==> src/rtl/grse_pkg.sv <==
// Shared types, constants and helper functions for the glyph row shadow expander.
// No dependencies; every other file imports this package.
package grse_pkg;

  localparam int unsigned GLYPH_ROWS = 15;
  localparam int unsigned OUT_COLS   = 12;
  localparam int unsigned ROW_W      = 4;
  localparam int unsigned PIX_W      = 4;
  localparam int unsigned WORD_W     = 16;

  localparam logic [ROW_W-1:0] LAST_ROW  = ROW_W'(GLYPH_ROWS - 1);
  localparam logic [ROW_W-1:0] EXTRA_ROW = ROW_W'(GLYPH_ROWS);

  localparam logic [PIX_W-1:0] PIX_BLANK  = 4'd0;
  localparam logic [PIX_W-1:0] PIX_INK    = 4'd2;
  localparam logic [PIX_W-1:0] PIX_SHADOW = 4'd11;

  // One row of pixels; a column is ink, shadow, or blank when neither bit is set.
  typedef struct packed {
    logic [OUT_COLS-1:0] ink;
    logic [OUT_COLS-1:0] shade;
  } row_px_t;

  typedef struct packed {
    logic [WORD_W-1:0] word0;
    logic [WORD_W-1:0] word1;
    logic [WORD_W-1:0] word2;
    logic [ROW_W-1:0]  row;
    logic              done;
  } result_t;

  // Swap the bytes and squeeze 15 source columns into 12 output columns.
  function automatic logic [OUT_COLS-1:0] squeeze_row(input logic [15:0] raw);
    logic [15:0] sw;
    logic [14:0] s;
    logic [OUT_COLS-1:0] c;
    sw = {raw[7:0], raw[15:8]};
    for (int k = 0; k < 15; k++) begin
      s[k] = sw[15-k];
    end
    c[0]  = s[0];
    c[1]  = s[1] | s[2];
    c[2]  = s[3];
    c[3]  = s[4];
    c[4]  = s[5] | s[6];
    c[5]  = s[7];
    c[6]  = s[8] | s[9];
    c[7]  = s[10];
    c[8]  = s[11];
    c[9]  = s[12] | s[13];
    c[10] = s[14];
    c[11] = 1'b0;
    return c;
  endfunction

  // Expand a pixel row into 48 bits of nibbles, column j at bits 4*j.
  function automatic logic [3*WORD_W-1:0] pack_row(input row_px_t px);
    logic [3*WORD_W-1:0] w;
    w = '0;
    for (int k = 0; k < OUT_COLS; k++) begin
      if (px.ink[k]) begin
        w[PIX_W*k +: PIX_W] = PIX_INK;
      end else if (px.shade[k]) begin
        w[PIX_W*k +: PIX_W] = PIX_SHADOW;
      end else begin
        w[PIX_W*k +: PIX_W] = PIX_BLANK;
      end
    end
    return w;
  endfunction

endpackage

==> src/rtl/glyph_row_shadow_expander_unit.sv <==
// A row transaction is held in the input register, then shaded and loaded into the result register;
// the extra shadow row of a glyph leaves the pending slot once its last row is taken.
// Throughput: one row per cycle while out_ready_i is high, except that a glyph's pending extra shadow
// row holds the next row back, set by the single result register and its one pending slot.
// Reset (rst_ni low, asynchronous): row count, carry, previous row and all valids clear.
// Depends on grse_pkg, grse_row_shade, grse_extra_row and grse_out_buf.
module glyph_row_shadow_expander_unit import grse_pkg::*; (
  input  logic              clk_i,
  input  logic              rst_ni,
  input  logic              in_valid_i,
  output logic              in_ready_o,
  input  logic [15:0]       row_bits_i,
  output logic              out_valid_o,
  input  logic              out_ready_i,
  output logic [WORD_W-1:0] pix_word0_o,
  output logic [WORD_W-1:0] pix_word1_o,
  output logic [WORD_W-1:0] pix_word2_o,
  output logic [ROW_W-1:0]  out_row_o,
  output logic              glyph_done_o
);

  // Input register
  logic        in_v_q, in_v_d;
  logic [15:0] row_q;
  logic        in_fire;
  logic        advance;
  logic        can_load;

  // Glyph state
  logic [ROW_W-1:0] cnt_q, cnt_d;
  row_px_t          prev_q, prev_d;
  logic             carry_q, carry_d;

  // Shading results
  logic [OUT_COLS-1:0] cols;
  row_px_t             px;
  row_px_t             extra;
  logic                carry_nxt;
  logic                later;
  logic                last;
  logic [3*WORD_W-1:0] px_words;
  logic [3*WORD_W-1:0] extra_words;
  result_t             row_res;
  result_t             ext_res;
  result_t             out_res;

  // Take a new transaction whenever the input register is empty or moves on this cycle.
  assign advance    = in_v_q && can_load;
  assign in_ready_o = !in_v_q || advance;
  assign in_fire    = in_valid_i && in_ready_o;

  always_comb begin
    in_v_d = in_v_q;
    if (in_fire) begin
      in_v_d = 1'b1;
    end else if (advance) begin
      in_v_d = 1'b0;
    end
  end

  always_ff @(posedge clk_i or negedge rst_ni) begin
    if (!rst_ni) begin
      in_v_q <= 1'b0;
    end else begin
      in_v_q <= in_v_d;
    end
  end

  always_ff @(posedge clk_i) begin
    if (in_fire) begin
      row_q <= row_bits_i;
    end
  end

  // The first row has nothing above it; the last row also spawns the shadow row.
  assign later = (cnt_q != '0);
  assign last  = (cnt_q >= LAST_ROW);
  assign cols  = squeeze_row(row_q);

  grse_row_shade u_shade (
    .cols_i  (cols),
    .prev_i  (prev_q),
    .later_i (later),
    .carry_i (carry_q),
    .px_o    (px),
    .carry_o (carry_nxt)
  );

  grse_extra_row u_extra (
    .last_i  (px),
    .extra_o (extra)
  );

  assign px_words    = pack_row(px);
  assign extra_words = pack_row(extra);

  always_comb begin
    row_res.word0 = px_words[WORD_W-1:0];
    row_res.word1 = px_words[2*WORD_W-1:WORD_W];
    row_res.word2 = px_words[3*WORD_W-1:2*WORD_W];
    row_res.row   = cnt_q;
    row_res.done  = 1'b0;
    ext_res.word0 = extra_words[WORD_W-1:0];
    ext_res.word1 = extra_words[2*WORD_W-1:WORD_W];
    ext_res.word2 = extra_words[3*WORD_W-1:2*WORD_W];
    ext_res.row   = EXTRA_ROW;
    ext_res.done  = 1'b1;
  end

  // Advance the glyph state only when the row leaves for the result register.
  always_comb begin
    cnt_d   = cnt_q;
    prev_d  = prev_q;
    carry_d = carry_q;
    if (advance) begin
      prev_d = px;
      if (last) begin
        cnt_d   = '0;
        carry_d = 1'b0;
      end else begin
        cnt_d   = cnt_q + ROW_W'(1);
        carry_d = carry_nxt;
      end
    end
  end

  always_ff @(posedge clk_i or negedge rst_ni) begin
    if (!rst_ni) begin
      cnt_q   <= '0;
      prev_q  <= '0;
      carry_q <= 1'b0;
    end else begin
      cnt_q   <= cnt_d;
      prev_q  <= prev_d;
      carry_q <= carry_d;
    end
  end

  grse_out_buf u_out (
    .clk_i       (clk_i),
    .rst_ni      (rst_ni),
    .load_i      (advance),
    .row_i       (row_res),
    .ext_en_i    (last),
    .ext_i       (ext_res),
    .can_load_o  (can_load),
    .out_valid_o (out_valid_o),
    .out_ready_i (out_ready_i),
    .out_o       (out_res)
  );

  assign pix_word0_o  = out_res.word0;
  assign pix_word1_o  = out_res.word1;
  assign pix_word2_o  = out_res.word2;
  assign out_row_o    = out_res.row;
  assign glyph_done_o = out_res.done;

endmodule

==> src/rtl/grse_row_shade.sv <==
// Shading of one glyph row: ink from the squeezed columns, shadow from left and above.
// Depends on grse_pkg.
module grse_row_shade import grse_pkg::*; (
  input  logic [OUT_COLS-1:0] cols_i,
  input  row_px_t             prev_i,
  input  logic                later_i,
  input  logic                carry_i,
  output row_px_t             px_o,
  output logic                carry_o
);

  logic [OUT_COLS-1:0] left_ink;
  logic                carry;

  assign left_ink = {cols_i[OUT_COLS-2:0], 1'b0};

  // Carry tracks the last blank column's above-is-ink; it holds across ink columns.
  always_comb begin
    carry       = carry_i;
    px_o.ink    = cols_i;
    px_o.shade  = '0;
    for (int k = 0; k < OUT_COLS; k++) begin
      if (!cols_i[k]) begin
        if (left_ink[k]) begin
          px_o.shade[k] = 1'b1;
        end
        if (later_i) begin
          if (k != 0 && prev_i.shade[k] && carry) begin
            px_o.shade[k] = 1'b1;
          end
          if (prev_i.ink[k]) begin
            px_o.shade[k] = 1'b1;
          end
          carry = prev_i.ink[k];
        end
      end
    end
    carry_o = carry;
  end

endmodule

==> src/rtl/grse_extra_row.sv <==
// Builds the shadow-only row that closes a glyph from its last row.
// Depends on grse_pkg.
module grse_extra_row import grse_pkg::*; (
  input  row_px_t last_i,
  output row_px_t extra_o
);

  logic [OUT_COLS-1:0] left_ink;

  assign left_ink = {last_i.ink[OUT_COLS-2:0], 1'b0};
  // No ink in the shadow row; shadow under ink and under shadow that trails ink.
  assign extra_o  = {{OUT_COLS{1'b0}}, last_i.ink | (last_i.shade & left_ink)};

endmodule

==> src/rtl/grse_out_buf.sv <==
// Result register plus one pending slot for the extra shadow row.
// Depends on grse_pkg.
module grse_out_buf import grse_pkg::*; (
  input  logic    clk_i,
  input  logic    rst_ni,
  input  logic    load_i,
  input  result_t row_i,
  input  logic    ext_en_i,
  input  result_t ext_i,
  output logic    can_load_o,
  output logic    out_valid_o,
  input  logic    out_ready_i,
  output result_t out_o
);

  logic    out_v_q, out_v_d;
  logic    ext_v_q, ext_v_d;
  result_t out_q, out_d;
  result_t ext_q, ext_d;
  logic    out_free;

  assign out_free   = !out_v_q || out_ready_i;
  assign can_load_o = !ext_v_q && out_free;

  always_comb begin
    out_v_d = out_v_q;
    ext_v_d = ext_v_q;
    out_d   = out_q;
    ext_d   = ext_q;
    if (ext_v_q && out_free) begin
      out_v_d = 1'b1;
      out_d   = ext_q;
      ext_v_d = 1'b0;
    end else if (load_i) begin
      out_v_d = 1'b1;
      out_d   = row_i;
      ext_v_d = ext_en_i;
      ext_d   = ext_i;
    end else if (out_ready_i) begin
      out_v_d = 1'b0;
    end
  end

  always_ff @(posedge clk_i or negedge rst_ni) begin
    if (!rst_ni) begin
      out_v_q <= 1'b0;
      ext_v_q <= 1'b0;
    end else begin
      out_v_q <= out_v_d;
      ext_v_q <= ext_v_d;
    end
  end

  always_ff @(posedge clk_i) begin
    out_q <= out_d;
    ext_q <= ext_d;
  end

  assign out_valid_o = out_v_q;
  assign out_o       = out_q;

endmodule

==> config.mk <==
export PLATFORM = sky130hd
export DESIGN_NAME = glyph_row_shadow_expander_unit
export DESIGN_NICKNAME = d
export VERILOG_FILES = /design/src/rtl/grse_pkg.sv /design/src/rtl/glyph_row_shadow_expander_unit.sv /design/src/rtl/grse_row_shade.sv /design/src/rtl/grse_extra_row.sv /design/src/rtl/grse_out_buf.sv
export SDC_FILE = /design/constraint.sdc
export NUM_CORES = 1
export LEC_CHECK = 0
export ABC_AREA = 1
export BUFFER_PORTS_ARGS = -buffer_cell sky130_fd_sc_hd__buf_2
export CAP_MARGIN = 20
export CORE_MARGIN = 2
export CORE_UTILIZATION = 59
export DETAILED_ROUTE_END_ITERATION = 10
export PLACE_DENSITY = 0.87
export SLEW_MARGIN = 20
export SYNTH_ARGS = -nofsm -noshare
export SYNTH_HDL_FRONTEND = slang
export SYNTH_SLANG_ARGS = --single-unit
==> constraint.sdc <==
create_clock -name clk_i -period 3.45 [get_ports clk_i]
set_clock_uncertainty 0.1 [all_clocks]
set_input_delay 0.345 -clock clk_i [delete_from_list [all_inputs] [get_ports clk_i]]
set_output_delay 0.345 -clock clk_i [all_outputs]
set_load 0.01 [all_outputs]
Yosys cells after proc, flatten, opt, wreduce, memory -nomap -nowiden:

Index checks and enable logic that the tools add are counted.

* logic and storage cells: 175
* bits of input ports: 20
* memory bits (writable): 0
* memories kept: 0
* output and inout bits: 55
* bits in read-only memories: 0
* flip-flop bits (word level): 148
* bits in latches: 0

* divide/modulo/power cells: 0
* reduce and logical (&&, ||, !) cells: 25
* bitwise operators: 7
* add/sub/neg operators: 1
* order comparisons: 1
* shifts and indexed selects: 0
* $mul: 0
* equality and inequality tests: 0
* multiplexer cells: 125

Operators by type and width (count)
* two-way mux 4 bit: 36
* two-way mux 53 bit: 2
* two-way mux 1 bit: 87
* logical AND 1 bit: 15
* AND 12 bit: 1
* bitwise OR 11 x 12 -> 12 bit: 1
* adder 4 x 1 -> 4 bit (second input constant): 1
* >= comparator 4 bit (second input constant): 1
* bitwise OR 1 bit: 4
* nonzero test 2 bit: 2
* nonzero test 4 bit: 1
* logical NOT 1 bit: 3
* nonzero test 3 bit: 1
* logical OR 1 bit: 2
* AND reduction 2 bit: 1
* inverter 1 bit: 1

Longest topological paths before layout:

* word-level depth: 30
* mapped depth: 23
* gate-level depth less buffers: 23

By module:

A second synthesis with hierarchy kept.

* cell total of the unflattened synthesis: 681
* area total of the unflattened synthesis: 7018.0 µm²

Modules (own cells, without submodules)
* grse_out_buf: seq. area each 3233.1 µm², cells each 290, instances 1, area an instance 4021.4 µm²
* glyph_row_shadow_expander_unit: seq. area each 1201.2 µm², cells each 230, instances 1, area an instance 2139.6 µm²
* grse_row_shade: seq. area each 0.0 µm², cells each 114, instances 1, area an instance 631.9 µm²
* grse_extra_row: seq. area each 0.0 µm², cells each 47, instances 1, area an instance 225.2 µm²

Worst setup path before layout:

Ideal clock, no wire load.

* kind: reg-to-reg
* start: register cnt_q[0]
* end: register u_out.out_q, in the netlist u_out.out_o[16] (data pin)
* cell stages (with the launch flop): 24
* path buffers: 0
* setup slack: 1089 ps
* period minus slack after synthesis: 2361 ps
* required time: 3097 ps
* data arrival time: 2007 ps
* cells stage by stage: dfrtp_1 -> inv_1 -> ha_1 -> nand2_2 -> nor2_4 -> nand2_2 -> nand2_1 -> nand2_1 -> nand2_1 -> nand2_2 -> nand3_2 -> nand3_2 -> nand3_2 -> nand3_2 -> nand3_2 -> nand3_2 -> nand3_2 -> nand2_2 -> nand2_1 -> nand2_1 -> nand2_2 -> nand2_2 -> nand3_1 -> nand2_1

* word-level cells in the longest chain between the ends: 30

Ends and longest elaborated chain
* from (decl): RTL line glyph_row_shadow_expander_unit.sv:30 `logic [ROW_W-1:0] cnt_q, cnt_d;`
* from (signal assigned): RTL line glyph_row_shadow_expander_unit.sv:133 `cnt_q <= cnt_d;`
* nonzero test 4 bit *: RTL line glyph_row_shadow_expander_unit.sv:76 `assign later = (cnt_q != '0);`
* two-way mux 1 bit: RTL line grse_row_shade.sv:27 `if (later_i) begin`
* two-way mux 1 bit: RTL line grse_row_shade.sv:23 `if (!cols_i[k]) begin`
* two-way mux 1 bit: RTL line grse_row_shade.sv:27
* two-way mux 1 bit: RTL line grse_row_shade.sv:23
* two-way mux 1 bit: RTL line grse_row_shade.sv:27
* two-way mux 1 bit: RTL line grse_row_shade.sv:23
* two-way mux 1 bit: RTL line grse_row_shade.sv:27
* [... 14 more ...]
* two-way mux 1 bit: RTL line grse_row_shade.sv:28 `if (k != 0 && prev_i.shade[k] && carry) begin`
* two-way mux 1 bit: RTL line grse_row_shade.sv:31 `if (prev_i.ink[k]) begin`
* two-way mux 1 bit *: RTL line grse_row_shade.sv:27
* two-way mux 1 bit *: RTL line grse_row_shade.sv:23
* two-way mux 4 bit *: RTL line grse_pkg.sv:63 `end else if (px.shade[k]) begin`
* two-way mux 4 bit *: RTL line grse_pkg.sv:61 `if (px.ink[k]) begin`
* two-way mux 53 bit *: RTL line grse_out_buf.sv:34 `end else if (load_i) begin`
* two-way mux 53 bit *: RTL line grse_out_buf.sv:30 `if (ext_v_q && out_free) begin`
* to (signal assigned): RTL line grse_out_buf.sv:55 `out_q <= out_d;`
* to (decl): RTL line grse_out_buf.sv:18 `result_t out_q, out_d;`

Every way passes the cells marked *; elsewhere a longest branch is shown, timed or not. The select of a mux whose other input is x is not followed.
A chain may end at the register's enable or synchronous reset.

==> metrics.csv <==
metric,value,unit
status,"complete, no violations",
cell count after synthesis,390,
final setup violation count,0,
cells along the critical path,"inv_1, ha_1, nand2_2, nand2_1, nand2_1, nand3_1, nand2_1, nand2_2, nand3_2, nand3_2, nand3_2, nand3_2, nand3_2, nand3_2, nand3_2, nand2_2, nand2_1, nand2_1, nand2_2, nand3_1, nand2_1, inv_1",
sequential area share after synthesis,62.0,%
Power Total,3.64,mW
CTS tree,done,
part of the cycle the worst path needs,84.8,%
Starting Density,61.1,%
Cell variety after synth,27,
PortBufs,61,
Die Height,85.1,um
number of routed nets with antenna violations,0,
TritonCTS Sinks,85,
"commonest non-fill, non-tap cell in the layout",nand2_1,
maximum number of pins on one net before global-route repair,31,
vias in the first global route,2488,
min Tclk post-route,2.93,ns
Static Leak,1.94,nW
Max Clock Freq,342,MHz
"Slew Viols, Final",0,
critical path arrival,2.94,ns
Syn-to-layout area delta,11.0,%
internal power,2.26,mW
Vias/cell,5.25,
Die X,85.1,um
first-pass GRT wire length,11300,um
Worst Path Required,3.46,ns
Pre-antenna DRT Iters,5,
Worst Max-Slew Pin Slew,0.772,ns
Finished Layout Cells,526,
buffers and inverters on the worst path,2,
CTS root buf,clkbuf_8,
slowest CP cell,dfrtp_1,
Cell Rows,29,
1st-iter DRT viols,220,
synthesized area,3880,um^2
fin nets,467,
CP peak stage delay,0.43,ns
highest ir drop seen on vdd,0.499,mV
RePlAce Congestion,0.860,
Fill cells,464,
Syn Area/Cell,9.94,um^2
critical path class,flop to flop,
Clk network pwr share,15.9,%
most frequent CP cell,nand3_2,
"Clk Latency, worst-skew pair",0.35,ns
combinational share of power,37.2,%
Core Area,6350,um^2
crit start category,flop,
CP Capture Type,flop,
hpwl dp,4870,um
sequential power share,46.9,%
final hold vios,0,
Psw,1.38,mW
Top delay family on crit path,simple AND/OR/NAND/NOR gates,
RSZ-0062 raised after global routing,no,
initial antenna violation count,0,
Ports,75,
wire per inst,13.3,um
drt drc,0,
max-cap viol count,0,
max_slew headroom,48.2,%
switch share,38.0,%
PwrDens,847,nW/um^2
register bit count reported by yosys,85,
GR Overflow Total,0,
Antenna diodes,0,
Fin Setup TNS,0,ns
Clock Pin Slew Worst Setup and Hold Paths,0.08,ns
crit path max fanout,23,
drt total wl,6980,um
most frequent cells in the layout,"110 x nand2_1, 61 x buf_2, 55 x edfxtp_1",
synth warn,0,
number of H-tree levels,3,
Placed Instances,508,
gr usage total,20.2,%
vias,2759,
HP Class,primary input to flop,
layout cell share with drive strength beyond 1,22.0,%
Die ar.,7240,um^2
Clock Tree Buf Depth,2,
CTS Buf Count,9,
-- registers in the layout (all words and copies together), names as in the netlist --
signal / cells
u_out.ext_v_q: 1
u_out.ext_q: 12
cnt_q: 4
in_v_q: 1
carry_q: 1
u_out.out_o: 28
prev_q: 22
row_q: 15
u_out.out_valid_o: 1
-- metal layers --
metal,track usage (%),vias up,share of wire [%]
met4,10.5,0,1.8
met3,3.40,13,7.1
met5,0,-,0
met2,31.3,122,46
li1,-,1354,-
met1,27.6,1270,45
-- worst paths after layout --
check,endpoint,slack (ns),from,cells past startpoint
worst min register to register,prev_q[10],0.40,prev_q[10],2
worst max register to register,u_out.out_o[14],0.52,cnt_q[1],22
min in group asynchronous,prev_q[5],0.48,rst_ni,2
worst min-delay path,row_q[9],0.06,row_bits_i[9],1
worst max-delay path,u_out.out_o[14],0.52,cnt_q[1],22
max in group asynchronous,prev_q[10],2.29,rst_ni,2
-- power by group through the flow --
stage               clock (mW)  sequential (mW)  combinational [mW]
floorplan                    0             1.78               0.930
global placement             0             1.71                1.27
detailed placement           0             1.73                1.33
CTS                      0.598             1.71                1.34
global route             0.629             1.75                1.51
finish                   0.579             1.71                1.36
-- cell usage after synthesis, drive strengths merged --
cell type / instances / area, um^2
a31oi: 4 / 25.0
nand3: 19 / 140
clkinv: 2 / 7.51
or2: 1 / 6.26
conb: 1 / 3.75
inv: 38 / 143
o22ai: 4 / 25.0
nand2: 117 / 457
clkbuf: 8 / 30.0
dfrtp: 30 / 751
a21boi: 1 / 7.51
ha: 3 / 37.5
nor3: 2 / 10.0
nor2: 21 / 96.3
and3: 1 / 6.26
o31ai: 1 / 7.51
buf: 28 / 203
edfxtp: 55 / 1650
a21oi: 12 / 60.1
o21ai: 42 / 210
-- logic make-up after synthesis --
logic type / synth area share (%)
AOI/OAI and AO/OA: 8.65
adders and majority gates: 0.968
and+or+nand+nor: 18.5
other: 0.0967
DFF: 62.0
buffers and inverters: 9.87
-- area by class of cell --
type / count / area [um^2] / share of cell area [%]
multi-input combinational: 240 / 1130 / 26.3
tap: 77 / 96.3 / 2.24
sequential: 85 / 2400 / 55.8
clock buffer: 13 / 139 / 3.23
clock inverter: 3 / 13.8 / 0.320
inverter: 40 / 150 / 3.49
timing repair buffer: 68 / 368 / 8.55
-- metrics by stage --
stage          worst slack [ns]  hold slack, ns  instance area, um^2  utilization [%]
2_1_floorplan              1.09         -0.0506                 3920                -
3_3_place_gp              0.690           0.330                 4130             65.0
3_5_place_dp              0.597           0.322                 4130             65.0
4_1_cts                   0.536          0.0507                 4290             67.5
5_1_grt                   0.288          0.0496                 4300             67.8
6_report                  0.524          0.0605                 4300             67.8
-- what timing repair did --
action | CTS | global route
buffers inserted | 0 | 0
endpoints found under the setup margin | 0 | 0
hold buffers | 1 | 0
resized for setup | 0 | 0
endpoints found under the hold margin | 30 | 0
Note: power is estimated with default switching activity, not from simulation.
